## src/hw/rtl/iadf_pkg.sv

```systemverilog
// shared constants and types for the indexed array insert/delete/find block
package iadf_pkg;

    localparam int CAPACITY   = 1024;
    localparam int DATA_WIDTH = 32;
    localparam int ADDR_W     = $clog2(CAPACITY);
    localparam int COUNT_W    = ADDR_W + 1;
    localparam int POS_W      = 12;
    localparam int VALUE_W    = 32;
    localparam int FUNC_W     = 2;
    localparam int STATUS_W   = 2;
    localparam int FOUND_W    = 10;

    localparam logic [FUNC_W-1:0] FUNC_INSERT = 2'd0;
    localparam logic [FUNC_W-1:0] FUNC_DELETE = 2'd1;
    localparam logic [FUNC_W-1:0] FUNC_FIND   = 2'd2;

    localparam logic [STATUS_W-1:0] STATUS_OK      = 2'd0;
    localparam logic [STATUS_W-1:0] STATUS_FULL    = 2'd1;
    localparam logic [STATUS_W-1:0] STATUS_EMPTY   = 2'd2;
    localparam logic [STATUS_W-1:0] STATUS_MISSING = 2'd3;

    typedef struct packed {
        logic                  rd_en;
        logic [ADDR_W-1:0]     rd_addr;
        logic                  wr_en;
        logic [ADDR_W-1:0]     wr_addr;
        logic [DATA_WIDTH-1:0] wr_data;
    } mem_cmd_t;

    typedef struct packed {
        logic [STATUS_W-1:0] status;
        logic [FOUND_W-1:0]  found_index;
        logic [COUNT_W-1:0]  count;
    } result_t;

endpackage

```

## src/hw/rtl/iadf_seq.sv

```systemverilog
// sequencer: walks the store one entry per cycle for shifts and searches
module iadf_seq
(
    input  logic                                   clk,
    input  logic                                   rst_n,
    input  logic                                   start,
    input  logic [iadf_pkg::FUNC_W-1:0]            func,
    input  logic signed [iadf_pkg::POS_W-1:0]      position,
    input  logic signed [iadf_pkg::VALUE_W-1:0]    value,
    output logic                                   idle,
    input  logic                                   out_free,
    output logic                                   done,
    output iadf_pkg::result_t                      result,
    output iadf_pkg::mem_cmd_t                     mem_cmd,
    input  logic [iadf_pkg::DATA_WIDTH-1:0]        rd_data
);

    typedef enum logic [8:0] {
        S_IDLE      = 9'b000000001,
        S_INS_MOVE  = 9'b000000010,
        S_INS_LAST  = 9'b000000100,
        S_PUT       = 9'b000001000,
        S_DEL_MOVE  = 9'b000010000,
        S_DEL_LAST  = 9'b000100000,
        S_FIND      = 9'b001000000,
        S_FIND_LAST = 9'b010000000,
        S_DONE      = 9'b100000000
    } state_t;

    state_t                                 state_reg, state_next;
    logic [iadf_pkg::ADDR_W-1:0]            idx_reg, idx_next;
    logic [iadf_pkg::ADDR_W-1:0]            pos_reg, pos_next;
    logic [iadf_pkg::DATA_WIDTH-1:0]        val_reg, val_next;
    logic [iadf_pkg::COUNT_W-1:0]           count_reg, count_next;
    logic                                   pend_reg, pend_next;
    logic [iadf_pkg::ADDR_W-1:0]            pend_addr_reg, pend_addr_next;
    logic [iadf_pkg::STATUS_W-1:0]          status_reg, status_next;
    logic [iadf_pkg::FOUND_W-1:0]           found_reg, found_next;

    logic [iadf_pkg::ADDR_W-1:0]            last_idx;
    logic                                   match;

    // negative goes to zero, anything above limit goes to limit
    function automatic logic [iadf_pkg::ADDR_W-1:0] clamp_pos
    (
        input logic signed [iadf_pkg::POS_W-1:0] p,
        input logic [iadf_pkg::COUNT_W-1:0]      limit
    );
        logic [iadf_pkg::COUNT_W-1:0] mag;
        mag = iadf_pkg::COUNT_W'(p[iadf_pkg::POS_W-2:0]);
        if (p[iadf_pkg::POS_W-1])
        begin
            return '0;
        end
        else if (mag > limit)
        begin
            return iadf_pkg::ADDR_W'(limit);
        end
        return iadf_pkg::ADDR_W'(mag);
    endfunction

    assign last_idx = iadf_pkg::ADDR_W'(count_reg - iadf_pkg::COUNT_W'(1));
    assign match    = (rd_data == val_reg);

    always_comb
    begin
        state_next     = state_reg;
        idx_next       = idx_reg;
        pos_next       = pos_reg;
        val_next       = val_reg;
        count_next     = count_reg;
        pend_next      = 1'b0;
        pend_addr_next = pend_addr_reg;
        status_next    = status_reg;
        found_next     = found_reg;
        done           = 1'b0;
        mem_cmd        = '0;

        unique case (state_reg)
            S_IDLE:
            begin
                if (start)
                begin
                    val_next    = value[iadf_pkg::DATA_WIDTH-1:0];
                    status_next = iadf_pkg::STATUS_OK;
                    found_next  = '0;
                    state_next  = S_DONE;
                    unique case (func)
                        iadf_pkg::FUNC_INSERT:
                        begin
                            if (count_reg >= iadf_pkg::COUNT_W'(iadf_pkg::CAPACITY))
                            begin
                                status_next = iadf_pkg::STATUS_FULL;
                            end
                            else
                            begin
                                pos_next = clamp_pos(position, count_reg);
                                idx_next = last_idx;
                                if (iadf_pkg::COUNT_W'(pos_next) == count_reg)
                                begin
                                    state_next = S_PUT;
                                end
                                else
                                begin
                                    state_next = S_INS_MOVE;
                                end
                            end
                        end
                        iadf_pkg::FUNC_DELETE:
                        begin
                            if (count_reg == '0)
                            begin
                                status_next = iadf_pkg::STATUS_EMPTY;
                            end
                            else
                            begin
                                pos_next = clamp_pos(position,
                                                     count_reg - iadf_pkg::COUNT_W'(1));
                                idx_next = pos_next + iadf_pkg::ADDR_W'(1);
                                if (pos_next == last_idx)
                                begin
                                    count_next = count_reg - iadf_pkg::COUNT_W'(1);
                                end
                                else
                                begin
                                    state_next = S_DEL_MOVE;
                                end
                            end
                        end
                        iadf_pkg::FUNC_FIND:
                        begin
                            status_next = iadf_pkg::STATUS_MISSING;
                            idx_next    = '0;
                            if (count_reg != '0)
                            begin
                                state_next = S_FIND;
                            end
                        end
                        default:
                        begin
                            state_next = S_DONE;
                        end
                    endcase
                end
            end

            // read from the top down, each word lands one place higher
            S_INS_MOVE:
            begin
                mem_cmd.wr_en   = pend_reg;
                mem_cmd.wr_addr = pend_addr_reg;
                mem_cmd.wr_data = rd_data;
                mem_cmd.rd_en   = 1'b1;
                mem_cmd.rd_addr = idx_reg;
                pend_next       = 1'b1;
                pend_addr_next  = idx_reg + iadf_pkg::ADDR_W'(1);
                if (idx_reg == pos_reg)
                begin
                    state_next = S_INS_LAST;
                end
                else
                begin
                    idx_next = idx_reg - iadf_pkg::ADDR_W'(1);
                end
            end

            S_INS_LAST:
            begin
                mem_cmd.wr_en   = 1'b1;
                mem_cmd.wr_addr = pend_addr_reg;
                mem_cmd.wr_data = rd_data;
                state_next      = S_PUT;
            end

            S_PUT:
            begin
                mem_cmd.wr_en   = 1'b1;
                mem_cmd.wr_addr = pos_reg;
                mem_cmd.wr_data = val_reg;
                count_next      = count_reg + iadf_pkg::COUNT_W'(1);
                state_next      = S_DONE;
            end

            // read upwards from the gap, each word lands one place lower
            S_DEL_MOVE:
            begin
                mem_cmd.wr_en   = pend_reg;
                mem_cmd.wr_addr = pend_addr_reg;
                mem_cmd.wr_data = rd_data;
                mem_cmd.rd_en   = 1'b1;
                mem_cmd.rd_addr = idx_reg;
                pend_next       = 1'b1;
                pend_addr_next  = idx_reg - iadf_pkg::ADDR_W'(1);
                if (idx_reg == last_idx)
                begin
                    state_next = S_DEL_LAST;
                end
                else
                begin
                    idx_next = idx_reg + iadf_pkg::ADDR_W'(1);
                end
            end

            S_DEL_LAST:
            begin
                mem_cmd.wr_en   = 1'b1;
                mem_cmd.wr_addr = pend_addr_reg;
                mem_cmd.wr_data = rd_data;
                count_next      = count_reg - iadf_pkg::COUNT_W'(1);
                state_next      = S_DONE;
            end

            // compare the word read last cycle while fetching the next one
            S_FIND:
            begin
                if (pend_reg && match)
                begin
                    status_next = iadf_pkg::STATUS_OK;
                    found_next  = iadf_pkg::FOUND_W'(pend_addr_reg);
                    state_next  = S_DONE;
                end
                else
                begin
                    mem_cmd.rd_en   = 1'b1;
                    mem_cmd.rd_addr = idx_reg;
                    pend_next       = 1'b1;
                    pend_addr_next  = idx_reg;
                    if (idx_reg == last_idx)
                    begin
                        state_next = S_FIND_LAST;
                    end
                    else
                    begin
                        idx_next = idx_reg + iadf_pkg::ADDR_W'(1);
                    end
                end
            end

            S_FIND_LAST:
            begin
                if (match)
                begin
                    status_next = iadf_pkg::STATUS_OK;
                    found_next  = iadf_pkg::FOUND_W'(pend_addr_reg);
                end
                state_next = S_DONE;
            end

            S_DONE:
            begin
                if (out_free)
                begin
                    done       = 1'b1;
                    state_next = S_IDLE;
                end
            end

            default:
            begin
                state_next = S_IDLE;
            end
        endcase
    end

    always_ff @(posedge clk or negedge rst_n)
    begin
        if (!rst_n)
        begin
            state_reg <= S_IDLE;
            count_reg <= '0;
            pend_reg  <= 1'b0;
        end
        else
        begin
            state_reg <= state_next;
            count_reg <= count_next;
            pend_reg  <= pend_next;
        end
    end

    always_ff @(posedge clk)
    begin
        idx_reg       <= idx_next;
        pos_reg       <= pos_next;
        val_reg       <= val_next;
        pend_addr_reg <= pend_addr_next;
        status_reg    <= status_next;
        found_reg     <= found_next;
    end

    assign idle               = (state_reg == S_IDLE);
    assign result.status      = status_reg;
    assign result.found_index = found_reg;
    assign result.count       = count_reg;

endmodule

```

## config.mk

```make
export PLATFORM = sky130hd
export DESIGN_NAME = iadf_seq
export DESIGN_NICKNAME = d
export VERILOG_FILES = /design/src/hw/rtl/iadf_pkg.sv /design/src/hw/rtl/iadf_seq.sv
export SDC_FILE = /design/constraint.sdc
export NUM_CORES = 1
export LEC_CHECK = 0
export ABC_AREA = 1
export BUFFER_PORTS_ARGS = -buffer_cell sky130_fd_sc_hd__buf_2
export CAP_MARGIN = 25
export CORE_UTILIZATION = 45
export DETAILED_ROUTE_END_ITERATION = 6
export PLACE_DENSITY = 0.74
export SLEW_MARGIN = 20
export SYNTH_ARGS = -nofsm -noshare
export SYNTH_HDL_FRONTEND = slang
export SYNTH_SLANG_ARGS = --single-unit
export TNS_END_PERCENT = 20
```

## constraint.sdc

```tcl
create_clock -name clk -period 4.7 [get_ports clk]
set_input_delay 0.94 -clock clk [delete_from_list [all_inputs] [get_ports clk]]
set_output_delay 0.94 -clock clk [all_outputs]
set_load 0.05 [all_outputs]
```

==> out/results.ini, run 1 <==
[setup_path]
critical_path.slowest_cell=dfrtp_1
end_kind=flip-flop
critPathMostFrequentCell=nand2_1
crit_fanout=16
cpPeakStageDelay_ns=0.61
critPathRequiredTime_ns=4.81
worstSetupStartpointType=flip-flop
crit_type=reg -> reg
arrival_ns=4.42

[timing]
finalHoldViolations=0
tns_ns=0
hold_ws_ns=0.549
worstMarginPinSlew_ns=0.892
timing.fmax_mhz=232
max_slew_margin_pct=40.0
post-route-min-period_ns=4.31
skew_ns=0.00953
setup_viol=0
fin_crit_sh_pct=91.7
final_max_slew_viol_count=0
rsz0062_at_grt=no

[pwr]
p_per_area_nw_per_um2=589
p_leak_nw=4.39
vdd_drop_max_mv=0.375

[status]
status=finished clean

[logic_synthesis]
synth.distinct_cells=48
syn_area_um2=7600
syn_avg_cell_area_um2=7.41
ys.flop_type=edfxtp_1
synth-seq-area-share_pct=36.2
async_flop_share_pct=22.1
post-synth-top-count-cell=nand2_1
synth_area_leaders=edfxtp_1 29%, nand2_1 13%, dfrtp_1 6.6%
synth_area_leader_cell=edfxtp_1
synth_nets=1136
synth_top_area_share_pct=29.2
synth_cells=1026
synth_edf_count=74
yosys_register_bits=95
ys_top_cells_by_count=262 x nand2_1, 123 x inv_1, 87 x nor2_1, 87 x o21ai_0, 74 x edfxtp_1
ys_warn_count=0

[routing]
totalWireLength_mm=24.8
ant_nets=0
wire_per_inst_um=17.7
via_per_inst=5.57
drc=0
vias=7793
initialDrtViolationCount=746
first_pass_iters=5

[floorplanning]
die-width_um=132
initial_utilization_pct=46.0
io_pins=161
core_area_um2=16500
die_h_um=132
die_area_um2=17400
num_rows=47

[cells_and_area]
fin_cells=1400
n_fill_cell=1614
drive_gt1_share_pct=20.2
largest_reg_flops=32
area_delta_synth_final_pct=17.5
fin_nets=1285
final_util_pct=54.1
diodes=0

[placed_design]
dp_cells=1384
dp_hpwl_mm=19.4
routabilityCongestion=0.980
io_buffers=160

[global_route]
grt_pass1_wl_mm=38.7
antenna_found_initial=0
grt_pass1_vias=7283
gr-usage-all-layers_pct=28.6
grt_max_degree=38
grt-ovfl-total=0

[clock_tree]
cts_resized=0
cts_hold_buf=0
numCtsBuffers=9
cts_buffer_depth=2
insertion_delay_ns=0.36
ctsRootBufferMaster=clkbuf_16
post_cts.repair.setup_buffers=0
clkSinkCount=95
cts_max_level=3
clkTransAtPathRegs_ns=0.07
cts_tree=yes

[worst_hold_path]
min-delay-path-class=in -> async

[flow_run]
drv_cap=0

## cells by family (layout without fill, tap and decap cells)
logic type,after synthesis,count (layout),synth area share (%)
multiplexers,1,1,0.148
flip-flops,95,95,36.2
XOR/XNOR,61,61,7.03
buffers and inverters,172,326,9.17
adder cells (fa/ha/maj),28,28,4.61
AO/OA/AOI/OAI,175,175,13.5
AND/OR/NAND/NOR,494,494,29.3
## worst paths after layout
check,startpoint,end,slack [ns],cells after the start
hold reg to reg,pend_addr_reg[1],found_reg[1],0.57,2
setup / recovery,count_reg[2],idx_reg[8],0.39,28
hold / removal,rst_n,count_reg[2],0.55,1
setup reg to reg,count_reg[2],idx_reg[8],0.39,28
min in group clk,pend_addr_reg[1],found_reg[1],0.57,2
max in group asynchronous,rst_n,state_reg[0],3.78,1
## metrics by stage
| stage | cell area (µm²) | setup WS (ns) | total power, W |
|---|---|---|---|
| global route | 8930 | 0.00344 | 0.00555 |
| detailed placement | 8610 | 0.503 | 0.00444 |
| CTS | 8930 | 0.386 | 0.00524 |
| finish | 8930 | 0.388 | 0.00526 |
| global placement | 8610 | 0.700 | 0.00442 |
| floorplan | 7610 | 0.0452 | 0.00367 |
## worst max-delay path, delay by kind of cell, from the launching register on
| family | cells | cell delay, ns |
|---|---|---|
| buf+inv | 4 | 0.54 |
| fa+ha+maj | 2 | 0.52 |
| flops | 1 | 0.61 |
| simple gates | 19 | 1.98 |
| compound gates | 3 | 0.40 |
## routing by layer
layer / vias up / wire length (µm) / global-route usage [%]
met4: 0 / 845 / 12.1
li1: 3737 / - / -
met3: 60 / 1950 / 4.42
met2: 409 / 11500 / 47.9
met5: - / 0 / 0
met1: 3587 / 10400 / 36.9
## cell type report
| type | instances | area, µm² | share of cell area, % |
|---|---|---|---|
| Timing Repair Buffer | 175 | 913 | 10.2 |
| Multi-Input combinational cell | 759 | 4170 | 46.7 |
| Sequential cell | 95 | 2750 | 30.8 |
| Tap cell | 220 | 275 | 3.08 |
| Clock inverter | 7 | 93.8 | 1.05 |
| Clock buffer | 9 | 225 | 2.52 |
| Inverter | 135 | 507 | 5.67 |
## layout by cell type, fill, tap and decap left out, types with 3 or more instances in the layout
cell type / count
nand2_1: 262
buf_2: 160
inv_1: 123
o21ai_0: 87
nor2_1: 86
edfxtp_1: 74
nand3_1: 59
xnor2_1: 31
xor2_1: 30
ha_1: 28
a21oi_1: 23
nand4_1: 22
o22ai_1: 22
dfrtp_1: 20
buf_4: 15
nor3_1: 14
nand2_2: 13
o221ai_1: 12
nor4_1: 11
clkbuf_16: 9
nor2_4: 8
clkinv_1: 7
inv_2: 7
a221oi_1: 6
or2_2: 5
nand3_2: 4
o2111ai_1: 4
o21ai_1: 4
nand2_4: 3
a31oi_1: 3
o211ai_1: 3
## power by group
part           leakage, nW  total, W  internal, W  switching [W]
Clock                0.155  0.000794     0.000467       0.000326
Sequential           0.961   0.00160      0.00135       0.000251
Combinational         3.28   0.00286     0.000758        0.00211
(Power assumes the default switching activity.)
==> run 2: changes to the inputs <==
--- a/config.mk
+++ b/config.mk
@@ -10,7 +10,7 @@
 export CAP_MARGIN = 25
 export CORE_UTILIZATION = 45
 export DETAILED_ROUTE_END_ITERATION = 6
-export PLACE_DENSITY = 0.74
+export PLACE_DENSITY_LB_ADDON = 0.05
 export SLEW_MARGIN = 20
 export SYNTH_ARGS = -nofsm -noshare
 export SYNTH_HDL_FRONTEND = slang
==> out/results.ini, run 2 (synthesized netlist as in run 1, its figures left out) <==
[setup_path]
crit_fanout=12
reg2reg_slack_ns=0.83
critPathRequiredTime_ns=3.76
worstSetupStartpointType=flip-flop
reg2reg_from=count_reg[1]
critPathMostFrequentCell=inv_1
crit_type=reg -> out
crit_chain=clkinv_1 > nand4_1 > buf_4 > o21ai_0 > nor2_1 > inv_1 > nand2_1 > inv_1 > buf_2
crit_family=simple AND/OR/NAND/NOR gates
critPathBufInv=5
end_kind=output port
rr_worst_depth=28
arrival_ns=3.32
critical_path.slowest_cell=nor2_1
cpPeakStageDelay_ns=0.66
rr_endpoint=idx_reg[4]

[pwr]
vdd_drop_max_mv=0.345
p_per_area_nw_per_um2=584
p_leak_nw=4.41

[routing]
via_per_inst=5.42
drc=0
first_pass_iters=5
initialDrtViolationCount=512
highest_layer=met4
wl_met2_mm=11.7
wire_per_inst_um=17.8
ant_nets=0
wl_met3_mm=1.66
vias=7627
wl_met1_mm=10.7
totalWireLength_mm=25.1

[clock_tree]
cts_buffer_depth=2
insertion_delay_ns=0.35
clkSinkCount=95
cts_tree=yes
ctsRootBufferMaster=clkbuf_16
cts_max_level=3
post_cts.repair.setup_buffers=0
clkTransAtPathRegs_ns=0.07
cts_hold_buf=0
cts_resized=0
numCtsBuffers=9

[timing]
setup_viol=0
timing.fmax_mhz=235
max_slew_margin_pct=40.9
fin_crit_sh_pct=90.6
skew_ns=0.0112
final_max_slew_viol_count=0
tns_ns=0
post-route-min-period_ns=4.26
hold_ws_ns=0.557
worstMarginPinSlew_ns=0.883
finalHoldViolations=0
rsz0062_at_grt=no

[global_route]
antenna_found_initial=1
grt_pass1_vias=7274
grt_max_degree=38
grt-ovfl-total=0
gr-usage-all-layers_pct=29.4
grt_pass1_wl_mm=39.6

[floorplanning]
initial_utilization_pct=46.0
core_area_um2=16500
num_rows=47
die_h_um=132
die-width_um=132
die_area_um2=17400
io_pins=161

[cells_and_area]
fin_nets=1292
final_common_cell=nand2_1
final_cell_mix=262 x nand2_1, 160 x buf_2, 123 x inv_1
final_cell_area_um2=8960
area_delta_synth_final_pct=17.8
largest_reg_flops=32
drive_gt1_share_pct=20.6
n_fill_cell=1674
final_util_pct=54.2

[placed_design]
routabilityCongestion=0.955
placed_area_um2=8670
io_buffers=160
dp_hpwl_mm=20.0

[flow_run]
drv_cap=0

[status]
status=finished clean

[worst_hold_path]
min-delay-path-class=in -> async

## run 2: final cells by class
type | count | area, µm² | area share, %
well taps | 220 | 275 | 3.07
diodes | 1 | 2.50 | 0.0279
multi-input cells | 759 | 4170 | 46.5
inverters | 135 | 507 | 5.66
clock inverters | 6 | 60.1 | 0.670
repair buffers | 182 | 966 | 10.8
flip-flops and latches | 95 | 2750 | 30.7
clock buffers | 10 | 229 | 2.56
## run 2: worst max-delay path by stage
| stage | start | endpoint | slack, ns | depth (start not counted) |
|---|---|---|---|---|
| after detailed placement | rd_data[25] | mem_cmd[53] | 0.60 | 10 |
| after floorplan | state_reg[7] | idx_reg[0] | 0.05 | 9 |
| final | state_reg[8] | mem_cmd[53] | 0.44 | 9 |
| after CTS | state_reg[8] | mem_cmd[53] | 0.42 | 9 |
| after global placement | rd_data[1] | mem_cmd[53] | 0.58 | 10 |
| after global routing | state_reg[8] | mem_cmd[53] | 0.18 | 9 |
## run 2: routing by layer
metal,GRT usage (%),vias up
met5,0,-
met4,14.1,0
met3,4.61,55
met2,48.6,297
met1,37.7,3526
li1,-,3749
## run 2: metrics by stage
stage | total power, W | setup slack (ns) | std cells
floorplan | 0.00367 | 0.0452 | 1026
global placement | 0.00449 | 0.582 | 1391
detailed placement | 0.00449 | 0.598 | 1391
CTS | 0.00522 | 0.424 | 1407
global route | 0.00555 | 0.181 | 1407
finish | 0.00523 | 0.441 | 1408
## run 2: worst reg2reg max path, delay by kind of cell, from the launching register on
kind | cells | cell delay [ns]
DFF | 1 | 0.37
and+or+nand+nor | 14 | 1.20
adders and majority gates | 3 | 0.81
xor gates and xnor gates | 1 | 0.24
AOI/OAI and AO/OA | 4 | 0.45
buffers and inverters | 6 | 0.51
## run 2: power breakdown
| part | switching, W | internal, W | leakage [nW] | total (W) |
|---|---|---|---|---|
| logic | 0.00214 | 0.000783 | 3.31 | 0.00292 |
| registers | 0.000226 | 0.00135 | 0.961 | 0.00158 |
| clock network | 0.000322 | 0.000411 | 0.142 | 0.000734 |
